### src/stt_pkg.sv
package stt_pkg;

   localparam int NUM_SLOTS_DEF = 8;

   localparam int OPCODE_W = 3;
   localparam int HANDLE_W = 4;
   localparam int TIME_W   = 32;
   localparam int KIND_W   = 3;

   localparam logic [OPCODE_W-1:0] OP_CREATE = 3'd0;
   localparam logic [OPCODE_W-1:0] OP_SETPER = 3'd1;
   localparam logic [OPCODE_W-1:0] OP_RELOAD = 3'd2;
   localparam logic [OPCODE_W-1:0] OP_DELETE = 3'd3;
   localparam logic [OPCODE_W-1:0] OP_TICK   = 3'd4;

   localparam logic [KIND_W-1:0] K_CREATED = 3'd0;
   localparam logic [KIND_W-1:0] K_NOFREE  = 3'd1;
   localparam logic [KIND_W-1:0] K_DONE    = 3'd2;
   localparam logic [KIND_W-1:0] K_EXPIRED = 3'd3;
   localparam logic [KIND_W-1:0] K_IGNORED = 3'd4;

   // update request for the per-slot flag table
   typedef struct packed {
      logic create;
      logic remove;
      logic activate;
      logic deactivate;
      logic auto_reload;
      logic start_active;
   } flag_cmd_type;

endpackage

### src/stt_ram.sv
module stt_ram #(
   parameter int WIDTH = 32,
   parameter int DEPTH = 8,
   localparam int AW = (DEPTH > 1) ? $clog2(DEPTH) : 1
) (
   input  logic             clock,
   input  logic             wr_en,
   input  logic [AW-1:0]    wr_addr,
   input  logic [WIDTH-1:0] wr_data,
   input  logic [AW-1:0]    rd_addr,
   output logic [WIDTH-1:0] rd_data
);

   logic [WIDTH-1:0] mem_ff [DEPTH];
   logic [WIDTH-1:0] rd_data_ff;

   always_ff @(posedge clock) begin
      if (wr_en) begin
         mem_ff[wr_addr] <= wr_data;
      end
      rd_data_ff <= mem_ff[rd_addr];
   end

   assign rd_data = rd_data_ff;

endmodule

### src/stt_flags.sv
module stt_flags
   import stt_pkg::*;
#(
   parameter int NUM_SLOTS = NUM_SLOTS_DEF,
   localparam int SLOT_W = (NUM_SLOTS > 1) ? $clog2(NUM_SLOTS) : 1
) (
   input  logic                 clock,
   input  logic                 reset,
   input  flag_cmd_type         cmd,
   input  logic [SLOT_W-1:0]    idx,
   output logic [NUM_SLOTS-1:0] in_use,
   output logic [NUM_SLOTS-1:0] active,
   output logic [NUM_SLOTS-1:0] auto_reload
);

   logic [NUM_SLOTS-1:0] in_use_ff, in_use_in;
   logic [NUM_SLOTS-1:0] active_ff, active_in;
   logic [NUM_SLOTS-1:0] auto_ff, auto_in;

   always_comb begin
      in_use_in = in_use_ff;
      active_in = active_ff;
      auto_in   = auto_ff;
      if (cmd.create) begin
         in_use_in[idx] = 1'b1;
         active_in[idx] = cmd.start_active;
         auto_in[idx]   = cmd.auto_reload;
      end
      if (cmd.remove) begin
         in_use_in[idx] = 1'b0;
         active_in[idx] = 1'b0;
      end
      if (cmd.activate) begin
         active_in[idx] = 1'b1;
      end
      if (cmd.deactivate) begin
         active_in[idx] = 1'b0;
      end
   end

   always_ff @(posedge clock) begin
      if (reset) begin
         in_use_ff <= '0;
         active_ff <= '0;
         auto_ff   <= '0;
      end else begin
         in_use_ff <= in_use_in;
         active_ff <= active_in;
         auto_ff   <= auto_in;
      end
   end

   assign in_use      = in_use_ff;
   assign active      = active_ff;
   assign auto_reload = auto_ff;

endmodule

### src/software_timer_table.sv
// Timer slot table: create, set period, reload, delete and tick on up to NUM_SLOTS slots.
// A single-result operation captures the request and then writes its result to the result
// register; a tick scans one slot per cycle while the result side keeps up, then offers
// its final result. One item is in work at a time, and the result side can stall it;
// req_stall holds until the last result is in the result register.
// Synchronous active-high reset clears slot flags, controller and result register, not memories.
module software_timer_table
   import stt_pkg::*;
#(
   parameter int NUM_SLOTS = NUM_SLOTS_DEF
) (
   input  logic                clock,
   input  logic                reset,
   input  logic                req_valid,
   output logic                req_stall,
   input  logic [OPCODE_W-1:0] req_opcode,
   input  logic [HANDLE_W-1:0] req_handle,
   input  logic [TIME_W-1:0]   req_period,
   input  logic                req_auto_reload,
   input  logic                req_start_active,
   input  logic [TIME_W-1:0]   req_now,
   output logic                rsp_valid,
   input  logic                rsp_stall,
   output logic [KIND_W-1:0]   rsp_kind,
   output logic [HANDLE_W-1:0] rsp_result_handle,
   output logic                rsp_last
);

   localparam int SLOT_W = (NUM_SLOTS > 1) ? $clog2(NUM_SLOTS) : 1;
   localparam logic [SLOT_W-1:0] LAST_SLOT = SLOT_W'(NUM_SLOTS - 1);

   // Controller states: wait for a transfer, run a single-result operation,
   // sweep the slots for a tick, then close the tick with its final result.
   typedef enum logic [3:0] {
      S_IDLE  = 4'b0001,
      S_EXEC  = 4'b0010,
      S_SCAN  = 4'b0100,
      S_FLUSH = 4'b1000
   } state_type;

   state_type state_ff, state_in;

   // Captured request (payload, no reset)
   logic [OPCODE_W-1:0] op_ff, op_in;
   logic [HANDLE_W-1:0] handle_ff, handle_in;
   logic [TIME_W-1:0]   period_ff, period_in;
   logic                ar_ff, ar_in;
   logic                sa_ff, sa_in;
   logic [TIME_W-1:0]   now_ff, now_in;

   // Tick sweep: slot whose memory data is on the read ports, and the
   // expired handle held back until we know whether it is the last one.
   logic [SLOT_W-1:0]   scan_idx_ff, scan_idx_in;
   logic                pend_valid_ff, pend_valid_in;
   logic [HANDLE_W-1:0] pend_handle_ff, pend_handle_in;

   // Result register
   logic                rsp_valid_ff, rsp_valid_in;
   logic [KIND_W-1:0]   rsp_kind_ff, rsp_kind_in;
   logic [HANDLE_W-1:0] rsp_handle_ff, rsp_handle_in;
   logic                rsp_last_ff, rsp_last_in;

   // Memory ports
   logic [SLOT_W-1:0] rd_addr;
   logic [TIME_W-1:0] period_rd, expiry_rd;
   logic              per_wr_en, exp_wr_en;
   logic [SLOT_W-1:0] wr_addr;
   logic [TIME_W-1:0] per_wr_data, exp_wr_data;

   // Flag table
   flag_cmd_type         flag_cmd;
   logic [SLOT_W-1:0]    flag_idx;
   logic [NUM_SLOTS-1:0] in_use, active, auto_reload;

   // Derived
   logic                out_free;
   logic                free_found;
   logic [SLOT_W-1:0]   free_idx;
   logic [HANDLE_W-1:0] hslot_m1, req_m1;
   logic [SLOT_W-1:0]   hslot, req_slot;
   logic                handle_bad;
   logic                fire;
   logic [SLOT_W:0]     scan_plus1, free_plus1;

   stt_ram #(.WIDTH(TIME_W), .DEPTH(NUM_SLOTS)) u_period_ram (
      .clock   (clock),
      .wr_en   (per_wr_en),
      .wr_addr (wr_addr),
      .wr_data (per_wr_data),
      .rd_addr (rd_addr),
      .rd_data (period_rd)
   );

   stt_ram #(.WIDTH(TIME_W), .DEPTH(NUM_SLOTS)) u_expiry_ram (
      .clock   (clock),
      .wr_en   (exp_wr_en),
      .wr_addr (wr_addr),
      .wr_data (exp_wr_data),
      .rd_addr (rd_addr),
      .rd_data (expiry_rd)
   );

   stt_flags #(.NUM_SLOTS(NUM_SLOTS)) u_flags (
      .clock       (clock),
      .reset       (reset),
      .cmd         (flag_cmd),
      .idx         (flag_idx),
      .in_use      (in_use),
      .active      (active),
      .auto_reload (auto_reload)
   );

   // Lowest free slot for create
   always_comb begin
      free_found = 1'b0;
      free_idx   = '0;
      for (int i = NUM_SLOTS - 1; i >= 0; i--) begin
         if (!in_use[i]) begin
            free_found = 1'b1;
            free_idx   = SLOT_W'(i);
         end
      end
   end

   assign req_m1     = req_handle - 1'b1;
   assign req_slot   = SLOT_W'(req_m1);
   assign hslot_m1   = handle_ff - 1'b1;
   assign hslot      = SLOT_W'(hslot_m1);
   assign handle_bad = (handle_ff == '0) || (32'(handle_ff) > 32'(NUM_SLOTS));
   assign scan_plus1 = (SLOT_W+1)'(scan_idx_ff) + 1'b1;
   assign free_plus1 = (SLOT_W+1)'(free_idx) + 1'b1;

   // A slot fires when it is in use, running and its expiry has been reached
   assign fire = in_use[scan_idx_ff] && active[scan_idx_ff] && (now_ff >= expiry_rd);

   // The result register can take a new result this cycle
   assign out_free = !rsp_valid_ff || !rsp_stall;

   always_comb begin
      state_in       = state_ff;
      op_in          = op_ff;
      handle_in      = handle_ff;
      period_in      = period_ff;
      ar_in          = ar_ff;
      sa_in          = sa_ff;
      now_in         = now_ff;
      scan_idx_in    = scan_idx_ff;
      pend_valid_in  = pend_valid_ff;
      pend_handle_in = pend_handle_ff;

      // hold the result until it is transferred
      rsp_valid_in  = rsp_valid_ff && rsp_stall;
      rsp_kind_in   = rsp_kind_ff;
      rsp_handle_in = rsp_handle_ff;
      rsp_last_in   = rsp_last_ff;

      rd_addr     = hslot;
      per_wr_en   = 1'b0;
      exp_wr_en   = 1'b0;
      wr_addr     = hslot;
      per_wr_data = period_ff;
      exp_wr_data = now_ff + period_rd;
      flag_cmd    = '0;
      flag_idx    = hslot;

      case (state_ff)
         S_IDLE: begin
            rd_addr = req_slot;
            if (req_valid) begin
               op_in     = req_opcode;
               handle_in = req_handle;
               period_in = req_period;
               ar_in     = req_auto_reload;
               sa_in     = req_start_active;
               now_in    = req_now;
               if (req_opcode == OP_TICK) begin
                  // start the sweep at slot zero
                  rd_addr       = '0;
                  scan_idx_in   = '0;
                  pend_valid_in = 1'b0;
                  state_in      = S_SCAN;
               end else begin
                  state_in = S_EXEC;
               end
            end
         end

         S_EXEC: begin
            // keep the period read for reload valid while stalled
            rd_addr = hslot;
            if (out_free) begin
               rsp_valid_in  = 1'b1;
               rsp_handle_in = '0;
               rsp_last_in   = 1'b1;
               rsp_kind_in   = K_IGNORED;
               case (op_ff)
                  OP_CREATE: begin
                     if (free_found) begin
                        wr_addr               = free_idx;
                        flag_idx              = free_idx;
                        per_wr_en             = 1'b1;
                        per_wr_data           = period_ff;
                        exp_wr_en             = sa_ff;
                        exp_wr_data           = now_ff + period_ff;
                        flag_cmd.create       = 1'b1;
                        flag_cmd.auto_reload  = ar_ff;
                        flag_cmd.start_active = sa_ff;
                        rsp_kind_in           = K_CREATED;
                        rsp_handle_in         = HANDLE_W'(free_plus1);
                     end else begin
                        rsp_kind_in = K_NOFREE;
                     end
                  end
                  OP_SETPER: begin
                     if (!handle_bad) begin
                        per_wr_en   = 1'b1;
                        rsp_kind_in = K_DONE;
                     end
                  end
                  OP_RELOAD: begin
                     if (!handle_bad) begin
                        exp_wr_en         = 1'b1;
                        exp_wr_data       = now_ff + period_rd;
                        flag_cmd.activate = 1'b1;
                        rsp_kind_in       = K_DONE;
                     end
                  end
                  OP_DELETE: begin
                     if (!handle_bad) begin
                        flag_cmd.remove = 1'b1;
                        rsp_kind_in     = K_DONE;
                     end
                  end
                  default: begin
                     rsp_kind_in = K_IGNORED;
                  end
               endcase
               state_in = S_IDLE;
            end
         end

         S_SCAN: begin
            wr_addr  = scan_idx_ff;
            flag_idx = scan_idx_ff;
            if (fire && pend_valid_ff && !out_free) begin
               // result side is full: re-read this slot and wait
               rd_addr = scan_idx_ff;
            end else begin
               rd_addr = SLOT_W'(scan_plus1);
               if (fire) begin
                  // reload or stop the expired slot
                  exp_wr_en           = auto_reload[scan_idx_ff];
                  exp_wr_data         = now_ff + period_rd;
                  flag_cmd.deactivate = !auto_reload[scan_idx_ff];
                  if (pend_valid_ff) begin
                     rsp_valid_in  = 1'b1;
                     rsp_kind_in   = K_EXPIRED;
                     rsp_handle_in = pend_handle_ff;
                     rsp_last_in   = 1'b0;
                  end
                  pend_valid_in  = 1'b1;
                  pend_handle_in = HANDLE_W'(scan_plus1);
               end
               if (scan_idx_ff == LAST_SLOT) begin
                  state_in = S_FLUSH;
               end else begin
                  scan_idx_in = SLOT_W'(scan_plus1);
               end
            end
         end

         S_FLUSH: begin
            if (out_free) begin
               rsp_valid_in = 1'b1;
               rsp_last_in  = 1'b1;
               if (pend_valid_ff) begin
                  rsp_kind_in   = K_EXPIRED;
                  rsp_handle_in = pend_handle_ff;
               end else begin
                  rsp_kind_in   = K_DONE;
                  rsp_handle_in = '0;
               end
               pend_valid_in = 1'b0;
               state_in      = S_IDLE;
            end
         end

         default: begin
            state_in = S_IDLE;
         end
      endcase
   end

   always_ff @(posedge clock) begin
      if (reset) begin
         state_ff      <= S_IDLE;
         pend_valid_ff <= 1'b0;
         rsp_valid_ff  <= 1'b0;
      end else begin
         state_ff      <= state_in;
         pend_valid_ff <= pend_valid_in;
         rsp_valid_ff  <= rsp_valid_in;
      end
   end

   always_ff @(posedge clock) begin
      op_ff          <= op_in;
      handle_ff      <= handle_in;
      period_ff      <= period_in;
      ar_ff          <= ar_in;
      sa_ff          <= sa_in;
      now_ff         <= now_in;
      scan_idx_ff    <= scan_idx_in;
      pend_handle_ff <= pend_handle_in;
      rsp_kind_ff    <= rsp_kind_in;
      rsp_handle_ff  <= rsp_handle_in;
      rsp_last_ff    <= rsp_last_in;
   end

   assign req_stall         = (state_ff != S_IDLE);
   assign rsp_valid         = rsp_valid_ff;
   assign rsp_kind          = rsp_kind_ff;
   assign rsp_result_handle = rsp_handle_ff;
   assign rsp_last          = rsp_last_ff;

endmodule

### config.mk
export PLATFORM = sky130hd
export DESIGN_NAME = software_timer_table
export DESIGN_NICKNAME = d
export VERILOG_FILES = /design/src/stt_pkg.sv /design/src/stt_ram.sv /design/src/stt_flags.sv /design/src/software_timer_table.sv
export SDC_FILE = /design/constraint.sdc
export NUM_CORES = 1
export LEC_CHECK = 0
export CAP_MARGIN = 15
export CORE_UTILIZATION = 65
export CTS_BUF_LIST = sky130_fd_sc_hd__clkbuf_8
export DETAILED_ROUTE_END_ITERATION = 8
export DONT_BUFFER_PORTS = 1
export PLACE_DENSITY = 0.81
export REMOVE_ABC_BUFFERS = 1
export SLEW_MARGIN = 30
export SYNTH_ARGS = -nofsm -noshare
export SYNTH_HDL_FRONTEND = slang
export SYNTH_HIERARCHICAL = 1
export SYNTH_SLANG_ARGS = --single-unit
### constraint.sdc
create_clock -name clock -period 6.25 [get_ports clock]
set_input_delay 0.3125 -clock clock [delete_from_list [all_inputs] [get_ports clock]]
set_output_delay 0.3125 -clock clock [all_outputs]
set_load 0.005 [all_outputs]
Word-level counts from Yosys, hierarchy flattened:

Memory sizes are Yosys's and may differ from the RTL's. A register that Yosys moved wholly into a read port is not among the register bits.
Cells that the tools add are included.
Widths: inputs -> output; s select.

* register bits after elaboration: 118
* memory bits (writable): 512
* input bits: 77
* output and inout bits: 10
* logic and storage cells: 201
* memories: 2

* $add $sub $neg: 6
* order comparisons: 5
* eq/ne operators: 20
* multiplexer cells: 117
* bitwise operators: 7
* reduce and logical (&&, ||, !) cells: 27

Memories
* u_expiry_ram.mem_ff: words 8, width 32, read ports 1, clocked after Yosys merged registers in 1, wr ports 1, line stt_ram.sv:14 `logic [WIDTH-1:0] mem_ff [DEPTH];`
* u_period_ram.mem_ff: words 8, width 32, read ports 1, clocked after Yosys merged registers in 1, wr ports 1, line stt_ram.sv:14

Operator list (count)
* $mux 32: 4
* $mux 3: 27
* $add 32x32->32: 2
* $mux 4: 12
* $mux 8: 6
* $mux 1: 45
* $ge 32x32->1: 1
* $and 8x8->8: 3
* $pmux 3 s2: 4
* $pmux 4 s3: 2
* $ne 2x2->1 const B: 9
* $bwmux 8: 2
* $or 8x8->8: 2
* $reduce_and 6->1: 2
* $pmux 1 s2: 5
* $reduce_and 5->1: 2
* $bmux 1 s3: 3
* $pmux 3 s3: 1
* $add 3x1->4 const B: 2
* $lt 3x4->1 const B: 2
* $mux 2: 4
* $not 8->8: 1
* $eq 3x2->1 const B: 2
* $eq 3x3->1 const B: 2
* other kinds (25): 37

Logic depth before layout (Yosys ltp):

Gate-level depths: netlist (run 1).

* word-level depth: 24
* mapped depth: 15
* gate-level depth less buffers: 15

Cells and area by module:

The synthesis (run 1) kept the hierarchy.

Modules (own cells, without submodules)
* stt_ram: instances 2, cells an instance 415, area each 10466.3 um^2
* software_timer_table: instances 1, cells an instance 840, area each 7796.2 um^2
* stt_flags: instances 1, cells an instance 132, area each 1144.8 um^2

Worst setup path after synthesis (run 1):

OpenSTA, ideal clock, no wires.

* path type: register -> register
* start point: register state_ff[1]
* end point: register ar_ff, enable pin
* setup time: 505 ps
* data arrival time: 4295 ps
* data required time: 5745 ps
* setup slack: 1450 ps
* cell stages (with the launch flop): 5
* path buffers: 1
* clock period less this slack: 4800 ps
* cell sequence: dfxtp_1 clkbuf_1 nor4b_1 clkinv_1 nor2_1

* longest elaborated chain between the ends: 2

RTL lines
* start: declaration: line software_timer_table.sv:41 `state_type state_ff, state_in;`
* start signal: assignment: line software_timer_table.sv:300 `state_ff <= state_in;`
* $eq 4x1->1: line software_timer_table.sv:166 `case (state_ff)`
* $reduce_and 2->1 (no line)
* end signal: assignment: line software_timer_table.sv:310 `ar_ff <= ar_in;`
* end: declaration: line software_timer_table.sv:47 `logic ar_ff, ar_in;`

Every way passes these cells.
A chain may end at the register's enable or synchronous reset.

Final worst setup path (run 1):

* start point: register now_ff[5]
* end point: register u_period_ram.rd_data_ff[10] (netlist: u_period_ram/rd_data[10]), read port of u_period_ram.mem_ff

* longest elaborated chain between the ends: 6

RTL lines
* start: declaration: line software_timer_table.sv:49 `logic [TIME_W-1:0] now_ff, now_in;`
* start signal: assignment: line software_timer_table.sv:312 `now_ff <= now_in;`
* $ge 32x32->1: line software_timer_table.sv:134 `assign fire = in_use[scan_idx_ff] && active[scan_idx_ff] && (now_ff >= expiry_rd);`
* $logic_and 1x1->1: line software_timer_table.sv:134
* $logic_and 1x1->1 (2 in series): line software_timer_table.sv:245 `if (fire && pend_valid_ff && !out_free) begin`
* $mux 3: line software_timer_table.sv:245
* $pmux 3 s2: line software_timer_table.sv:166
* net rd_addr[0]: line software_timer_table.sv:64 `logic [SLOT_W-1:0] rd_addr;`
* end: declaration: line stt_ram.sv:15 `logic [WIDTH-1:0] rd_data_ff;`

The timed path passes the listed nets, and every way through them passes these cells.

==> metrics.yaml, run 1 <==
gr-total-overflow: 0
synth_top_area_frac: 0.6031
cp_data_required_time_ns: 6.82
fin_setup_tns_ns: 0
syn_inst: 1802
grtUsageMet3: 0.05361
startpoint_type: "register"
cap_violations: 0
worst-path-max-fanout: 57
synth_edf_count: 600
first_iter_violations: 1678
drt-total-wl_mm: 63.63
worstHoldPathType: "input port to register"
synthFlopType: "edfxtp_1"
r2r_slack_ns: 1.42
synth_seq_cells: 694
worstPathArrival_ns: 5.40
met1_usage: 0.3963
cts-root-buf: "clkbuf_8"
pwr-share-seq: 0.469
status: "completed"
cts_tree: "built"
post-synth-top-area-cell: "edfxtp_1"
grt_util_met2: 0.4337
antenna_found_initial: 1
synth_seq_area_share: 0.6661
drive_gt1_frac: 0.1583
multi_input_area_mm2: 0.009530
fmaxAchievable_ghz: 0.2072
gp_congestion: 0.8920
ant_nets: 0
core_area_mm2: 0.04538
synth_cell_types: 75
wl_per_cell_um: 24.09
ff_latch_area_mm2: 0.01990
slew_headroom: 0.3517
port_buffers: 0
p_leak_nw: 11.91
num-fill-cells: 2591
slew_violations: 0
cts_buffer_depth: 3
synthTopCellsByArea: "edfxtp_1, mux4_1, dfxtp_1"
skew_ns: 0.03814
net-switching-power_w: 0.004196
drtPass1Iterations: 6
power_w: 0.01355
p_per_area_mw_per_mm2: 405.1
clkTransAtPathRegs_ns: 0.06
io_pins: 87
post-cts-setup-buffers: 0
rsz0062_at_grt: "false"
drc: 0
fin_nets: 2131
synth_area_per_cell_um2: 16.58
ir_worst_vdd_v: 0.0002957
holdCritStartpoint: "req_opcode[0]"
hpwl_mm: 39.73
setup_violations: 0
insertion_delay_ns: 0.71
async_flop_share: 0
syn_area_mm2: 0.02987
tightest_slew_ns: 0.9701
tritoncts.num_buffers: 103
sw_frac_of_total: 0.3096
grt.busiest_layer: "met2"
grt_pass1_wl_mm: 96.95
min_period_ns: 4.826
worstReg2RegStart: "now_ff[5]$_DFFE_PP_"
fin_util: 0.7371
power_frac_comb: 0.281
area_delta_synth_final_pct: 11.97
min_period_over_period: 0.7722
p_int_w: 0.009355
die_h_um: 216.4
grt_pass1_vias: 17120
final_cell_mix: "edfxtp_1, clkbuf_8, inv_1"
gr-usage-all-layers: 0.2816
fp-row-count: 78
dp_cells: 2368
die_x_um: 216.4
finalHoldViolations: 0
grt_max_degree: 67
initial_core_util: 0.6583
cts.sinks: 694
pwr-share-clk: 0.251
stdcell_count: 2641
final_common_cell: "edfxtp_1"
num_vias: 16680
cts_max_level: 3
synth_warnings: 6
vias_per_cell: 6.316
die-area_mm2: 0.04682
cp-startpoint: "now_ff[5]$_DFFE_PP_"
worstSetupPathType: "register to register"
crit_path_end_kind: "register"
[worst paths after layout]
check	cells past startpoint	endpoint
worst max register to register	13	u_period_ram/rd_data[10]$_DFF_P_
worst min register to register	2	u_flags/auto_reload[0]$_SDFFE_PP0P_
worst min-delay path	4	state_ff[1]$_SDFFE_PP0P_
worst max-delay path	13	u_period_ram/rd_data[10]$_DFF_P_
[Yosys cell counts (all sizes together) (4+ instances only)]
cell type and n:
o41ai 4, a21oi 88, a21boi 4, o31ai 9, xor2 22, a211oi 18, nor2b 19, nand3 32
nand2 88, a31oi 11, nand4 16, mux2i 11, edfxtp 600, o31a 6, inv 67, o21ai 64
nor3 23, a31o 4, a21o 33, and2 7, nand2b 21, dfxtp 94, mux2 66, buf 44
o22ai 5, and3 12, o21bai 10, nor2 75, clkbuf 19, o21a 13, a221oi 6, ha 99
or3 5, xnor2 30, mux4 131
[power groups by stage]
stage | Combinational, W | Sequential, W | Clock [W]
3_3_place_gp | 0.00352 | 0.00642 | 0
3_5_place_dp | 0.00368 | 0.00643 | 0
2_1_floorplan | 0.00311 | 0.00628 | 0
6_report | 0.00381 | 0.00635 | 0.00340
4_1_cts | 0.00375 | 0.00634 | 0.00345
5_1_grt | 0.00417 | 0.00637 | 0.00366
[state kept, by name, indices dropped and copies added, names as in the netlist, 3 cells and up]
name                  count
now_ff                   32
state_ff                  4
u_flags/active            8
u_flags/in_use            8
u_period_ram/rd_data     32
rsp_result_handle         4
pend_handle_ff            4
u_expiry_ram/mem_ff     256
rsp_kind                  3
scan_idx_ff               3
u_flags/auto_reload       8
period_ff                32
op_ff                     3
u_expiry_ram/rd_data     32
handle_ff                 4
u_period_ram/mem_ff     256
[what timing repair did]
action                     4_1_cts  5_1_grt
hold endpoints to repair       104        0
resized for setup                0        0
setup endpoints to repair        0        0
hold buffers                    79        0
[per-layer routing]
layer	part of all wire	routed length, µm
met5	0	0
met4	0.031	1994
met3	0.084	5321
met2	0.47	29880
met1	0.42	26430
[area by class of cell]
type	count	area share
Sequential cell	694	0.5949
Multi-Input combinational cell	977	0.2849
Clock buffer	111	0.04567
Timing Repair Buffer	109	0.03239
Tap cell	600	0.02244
Clock inverter	81	0.01197
Inverter	68	0.007631
Antenna cell	1	0.00007481
[metrics by stage]
stage	setup slack (ns)	instance area (µm²)	hold WS, ns
4_1_cts	1.459	33410	0.06060
6_report	1.424	33450	0.1056
3_3_place_gp	1.634	30680	0.3859
3_5_place_dp	1.514	30690	0.3925
5_1_grt	1.187	33450	0.1729
2_1_floorplan	-6.340	29500	0.3816
[logic make-up (layout without fill, tap and decap cells)]
| logic type | after synthesis | count (layout) | share of synthesized area |
|---|---|---|---|
| xor gates and xnor gates | 52 | 52 | 0.01525 |
| muxes | 208 | 208 | 0.1374 |
| other | 0 | 1 | 0 |
| and+or+nand+nor | 316 | 316 | 0.05235 |
| AOI/OAI and AO/OA | 300 | 300 | 0.06505 |
| buffers and inverters | 131 | 369 | 0.02107 |
| DFF | 694 | 694 | 0.6661 |
| adders and majority gates | 101 | 101 | 0.04280 |
[worst max-delay path, stage by stage (launching register included)]
cell	delay, ns
edfxtp_1	0.46
ha_1	0.35
a21o_1	0.18
a21o_1	0.17
a21oi_1	0.15
o31a_1	0.17
o21ai_0	0.16
a211oi_1	0.52
o21ai_1	0.34
xnor2_1	0.25
a21oi_4	0.51
buf_12	0.41
mux4_1	0.66
mux2_2	0.29
Power figures use the tool's default switching activity.
==> run 2, diff against run 1 <==
CORE_UTILIZATION = 60   (was 65)
PLACE_DENSITY = 0.79   (was 0.81)
clock period = 4.4 ns   (was 6.25 ns; I/O delays follow)
==> run 2 against run 1 <==
Effect of this change:
- combinational power up 50%
- total power up 47%
- fmax up 15%
- critical endpoint is now u_period_ram/rd_data[12]$_DFF_P_
- first-iteration DRC count down 0.54%
- count of clock-buffer cells in the layout up 9
- wire length up 0.30%
- core utilization down 4.3 points
- largest cell class unchanged
- final cell count up 3.2%
- critical path depth up 2
- sequential cell count unchanged
- die area up 8.3%
- non-clock buffer count up 17
==> metrics.yaml, run 2 (synthesis results as in run 1) <==
status: "completed"  # unchanged
die_h_um: 225.1  # was 216.4 µm
p_leak_nw: 12.13  # was 11.91 nW
min_period_ns: 4.206  # was 4.826 ns
skew_ns: 0.02766  # was 0.03814 ns
io_pins: 87  # unchanged
cts_max_level: 3  # unchanged
tightest_slew_ns: 0.9038  # was 0.9701 ns
area_delta_synth_final_pct: 13.94  # was 11.97%
cp_data_required_time_ns: 4.97  # was 6.82 ns
gr-usage-all-layers: 0.2585  # was 0.2816
tritoncts.num_buffers: 104  # was 103
worstHoldPathType: "input port to register"  # unchanged
final_cell_mix: "edfxtp_1, clkbuf_8, inv_1"  # unchanged
worst_slack_ns: 0.1944  # was 1.424 ns
slowest_stage: "mux4_1"  # unchanged
num-fill-cells: 3133  # was 2591
slew_violations: 0  # unchanged
dp_cells: 2450  # was 2368
min_path_cells: 3  # was 4
finalHoldViolations: 0  # unchanged
die-area_mm2: 0.05069  # was 0.04682 mm²
rsz0062_at_grt: "false"  # unchanged
ff_latch_area_mm2: 0.01990  # unchanged
power_w: 0.01998  # was 0.01355 W
grt_max_degree: 70  # was 67
fin_area_mm2: 0.03404  # was 0.03345 mm²
fmaxAchievable_ghz: 0.2378  # was 0.2072 GHz
ant_nets: 0  # unchanged
insertion_delay_ns: 0.70  # was 0.71 ns
fp-row-count: 81  # was 78
grt_pass1_vias: 17060  # was 17120
cts.sinks: 694  # unchanged
initial_core_util: 0.6090  # was 0.6583
cts_buffer_depth: 3  # unchanged
p_per_area_mw_per_mm2: 587.1  # was 405.1 mW/mm²
clkTransAtPathRegs_ns: 0.06  # about the same
fin_util: 0.6939  # was 0.7371
worst-path-max-fanout: 25  # was 57
grt_pass1_wl_mm: 96.70  # was 96.95 mm
gr-total-overflow: 0  # unchanged
port_buffers: 0  # unchanged
multi_input_area_mm2: 0.009518  # was 0.009530 mm²
wl_per_cell_um: 23.41  # was 24.09 µm
gp_congestion: 0.8987  # was 0.8920
hpwl_mm: 39.91  # was 39.73 mm
reg.largest.list: "u_expiry_ram/mem_ff (256), u_period_ram/mem_ff (256)"  # unchanged
stdcell_count: 2726  # was 2641
first_iter_violations: 1669  # was 1678
startpoint_type: "register"  # unchanged
dpl_cell_area_mm2: 0.03111  # was 0.03069 mm²
cap_violations: 0  # unchanged
path_cells: "inv_1 > ha_1 > nand2b_1 > a21o_1 > a211oi_1 > o31a_1 > o21ai_0 > a211oi_1 > o21ai_1 > xnor2_1 > a21oi_4 > buf_12 > buf_12 > mux4_1 > mux2_2"  # was ha_1 > a21o_1 > a21o_1 > a21oi_1 > o31a_1 > o21ai_0 > a211oi_1 > o21ai_1 > xnor2_1 > a21oi_4 > buf_12 > mux4_1 > mux2_2
final_common_cell: "edfxtp_1"  # unchanged
slowest_delay_ns: 0.63  # was 0.66 ns
post_cts_resized: 0  # unchanged
drtPass1Iterations: 5  # was 6
worstSetupPathType: "register to register"  # unchanged
worstPathArrival_ns: 4.78  # was 5.40 ns
setup_violations: 0  # unchanged
cts-root-buf: "clkbuf_8"  # unchanged
drive_gt1_frac: 0.1684  # was 0.1583
crit_path_end_kind: "register"  # unchanged
cts_tree: "built"  # unchanged
num_vias: 16750  # was 16680
reg2reg_depth: 15  # was 13
min_period_over_period: 0.9558  # was 0.7722
fin_nets: 2149  # was 2131
core_area_mm2: 0.04905  # was 0.04538 mm²
antenna_found_initial: 1  # unchanged
drt-total-wl_mm: 63.82  # was 63.63 mm
dp_slack_ns: 0.2668  # was 1.514 ns
slew_headroom: 0.3953  # was 0.3517
die_x_um: 225.1  # was 216.4 µm
ir_worst_vdd_v: 0.0005099  # was 0.0002957 V
drc: 0  # unchanged
vias_per_cell: 6.145  # was 6.316
-- run 2: changes by cell type in the layout (fill, tap and decap cells not counted), moves of 2 or more --
cell | before | now
buf_12 | 4 | 21
clkbuf_8 | 111 | 120
inv_1 | 109 | 104
bufinv_16 | 2 | 6
clkinv_2 | 18 | 16
clkinvlp_4 | 3 | 1
-- run 2: metal layers --
| layer | routed length (µm) | global-route usage | up-vias | share of wire |
|---|---|---|---|---|
| met5 | 0 | 0 | - | 0 |
| met2 | 30290 | 0.4090 | 716 | 0.47 |
| met3 | 4464 | 0.04746 | 138 | 0.070 |
| met1 | 27360 | 0.3646 | 8347 | 0.43 |
| li1 | - | - | 7551 | - |
| met4 | 1695 | 0.08997 | 0 | 0.027 |
-- run 2: repair_timing --
item                                   4_1_cts  5_1_grt
endpoints found under the hold margin      108        0
hold buffers                                79        0
buffers inserted                             0        0
-- run 2: stage by stage --
| stage | TNS [ns] | hold WS (ns) |
|---|---|---|
| finish | 0 | 0.06111 |
| global placement | 0 | 0.2939 |
| CTS | 0 | 0.001369 |
| floorplan | -1196.14 | 0.2891 |
| global route | 0 | 0.09178 |
| detailed placement | 0 | 0.3023 |
-- run 2: area by class of cell --
class,instances,area share
Antenna cell,1,0.00007352
Clock buffer,120,0.04852
Clock inverter,76,0.01401
Inverter,68,0.007499
Multi-Input combinational cell,977,0.2796
Sequential cell,694,0.5846
Tap cell,664,0.02441
Timing Repair Buffer,126,0.04124
-- run 2: critical path, delay by kind of cell, from the launching register on --
| kind | cells | cell delay [ns] |
|---|---|---|
| compound gates | 7 | 1.62 |
| mux | 2 | 0.92 |
| buf+inv | 3 | 0.52 |
| flops | 1 | 0.43 |
| fa+ha+maj | 1 | 0.22 |
| xor+xnor | 1 | 0.19 |
| simple gates | 1 | 0.14 |
-- run 2: worst paths after layout --
check,from,to,slack (ns)
worst max-delay path,now_ff[0]$_DFFE_PP_,u_period_ram/rd_data[12]$_DFF_P_,0.19
worst min-delay path,req_opcode[1],state_ff[2]$_SDFFE_PP0P_,0.06
worst max register to register,now_ff[0]$_DFFE_PP_,u_period_ram/rd_data[12]$_DFF_P_,0.19
worst min register to register,u_flags/auto_reload[5]$_SDFFE_PP0P_,u_flags/auto_reload[5]$_SDFFE_PP0P_,0.47
-- run 2: where the power goes --
group          internal, W  switching, W  total, W
sequential         0.00862      0.000390   0.00901
clock              0.00285       0.00242   0.00526
combinational      0.00243       0.00329   0.00571
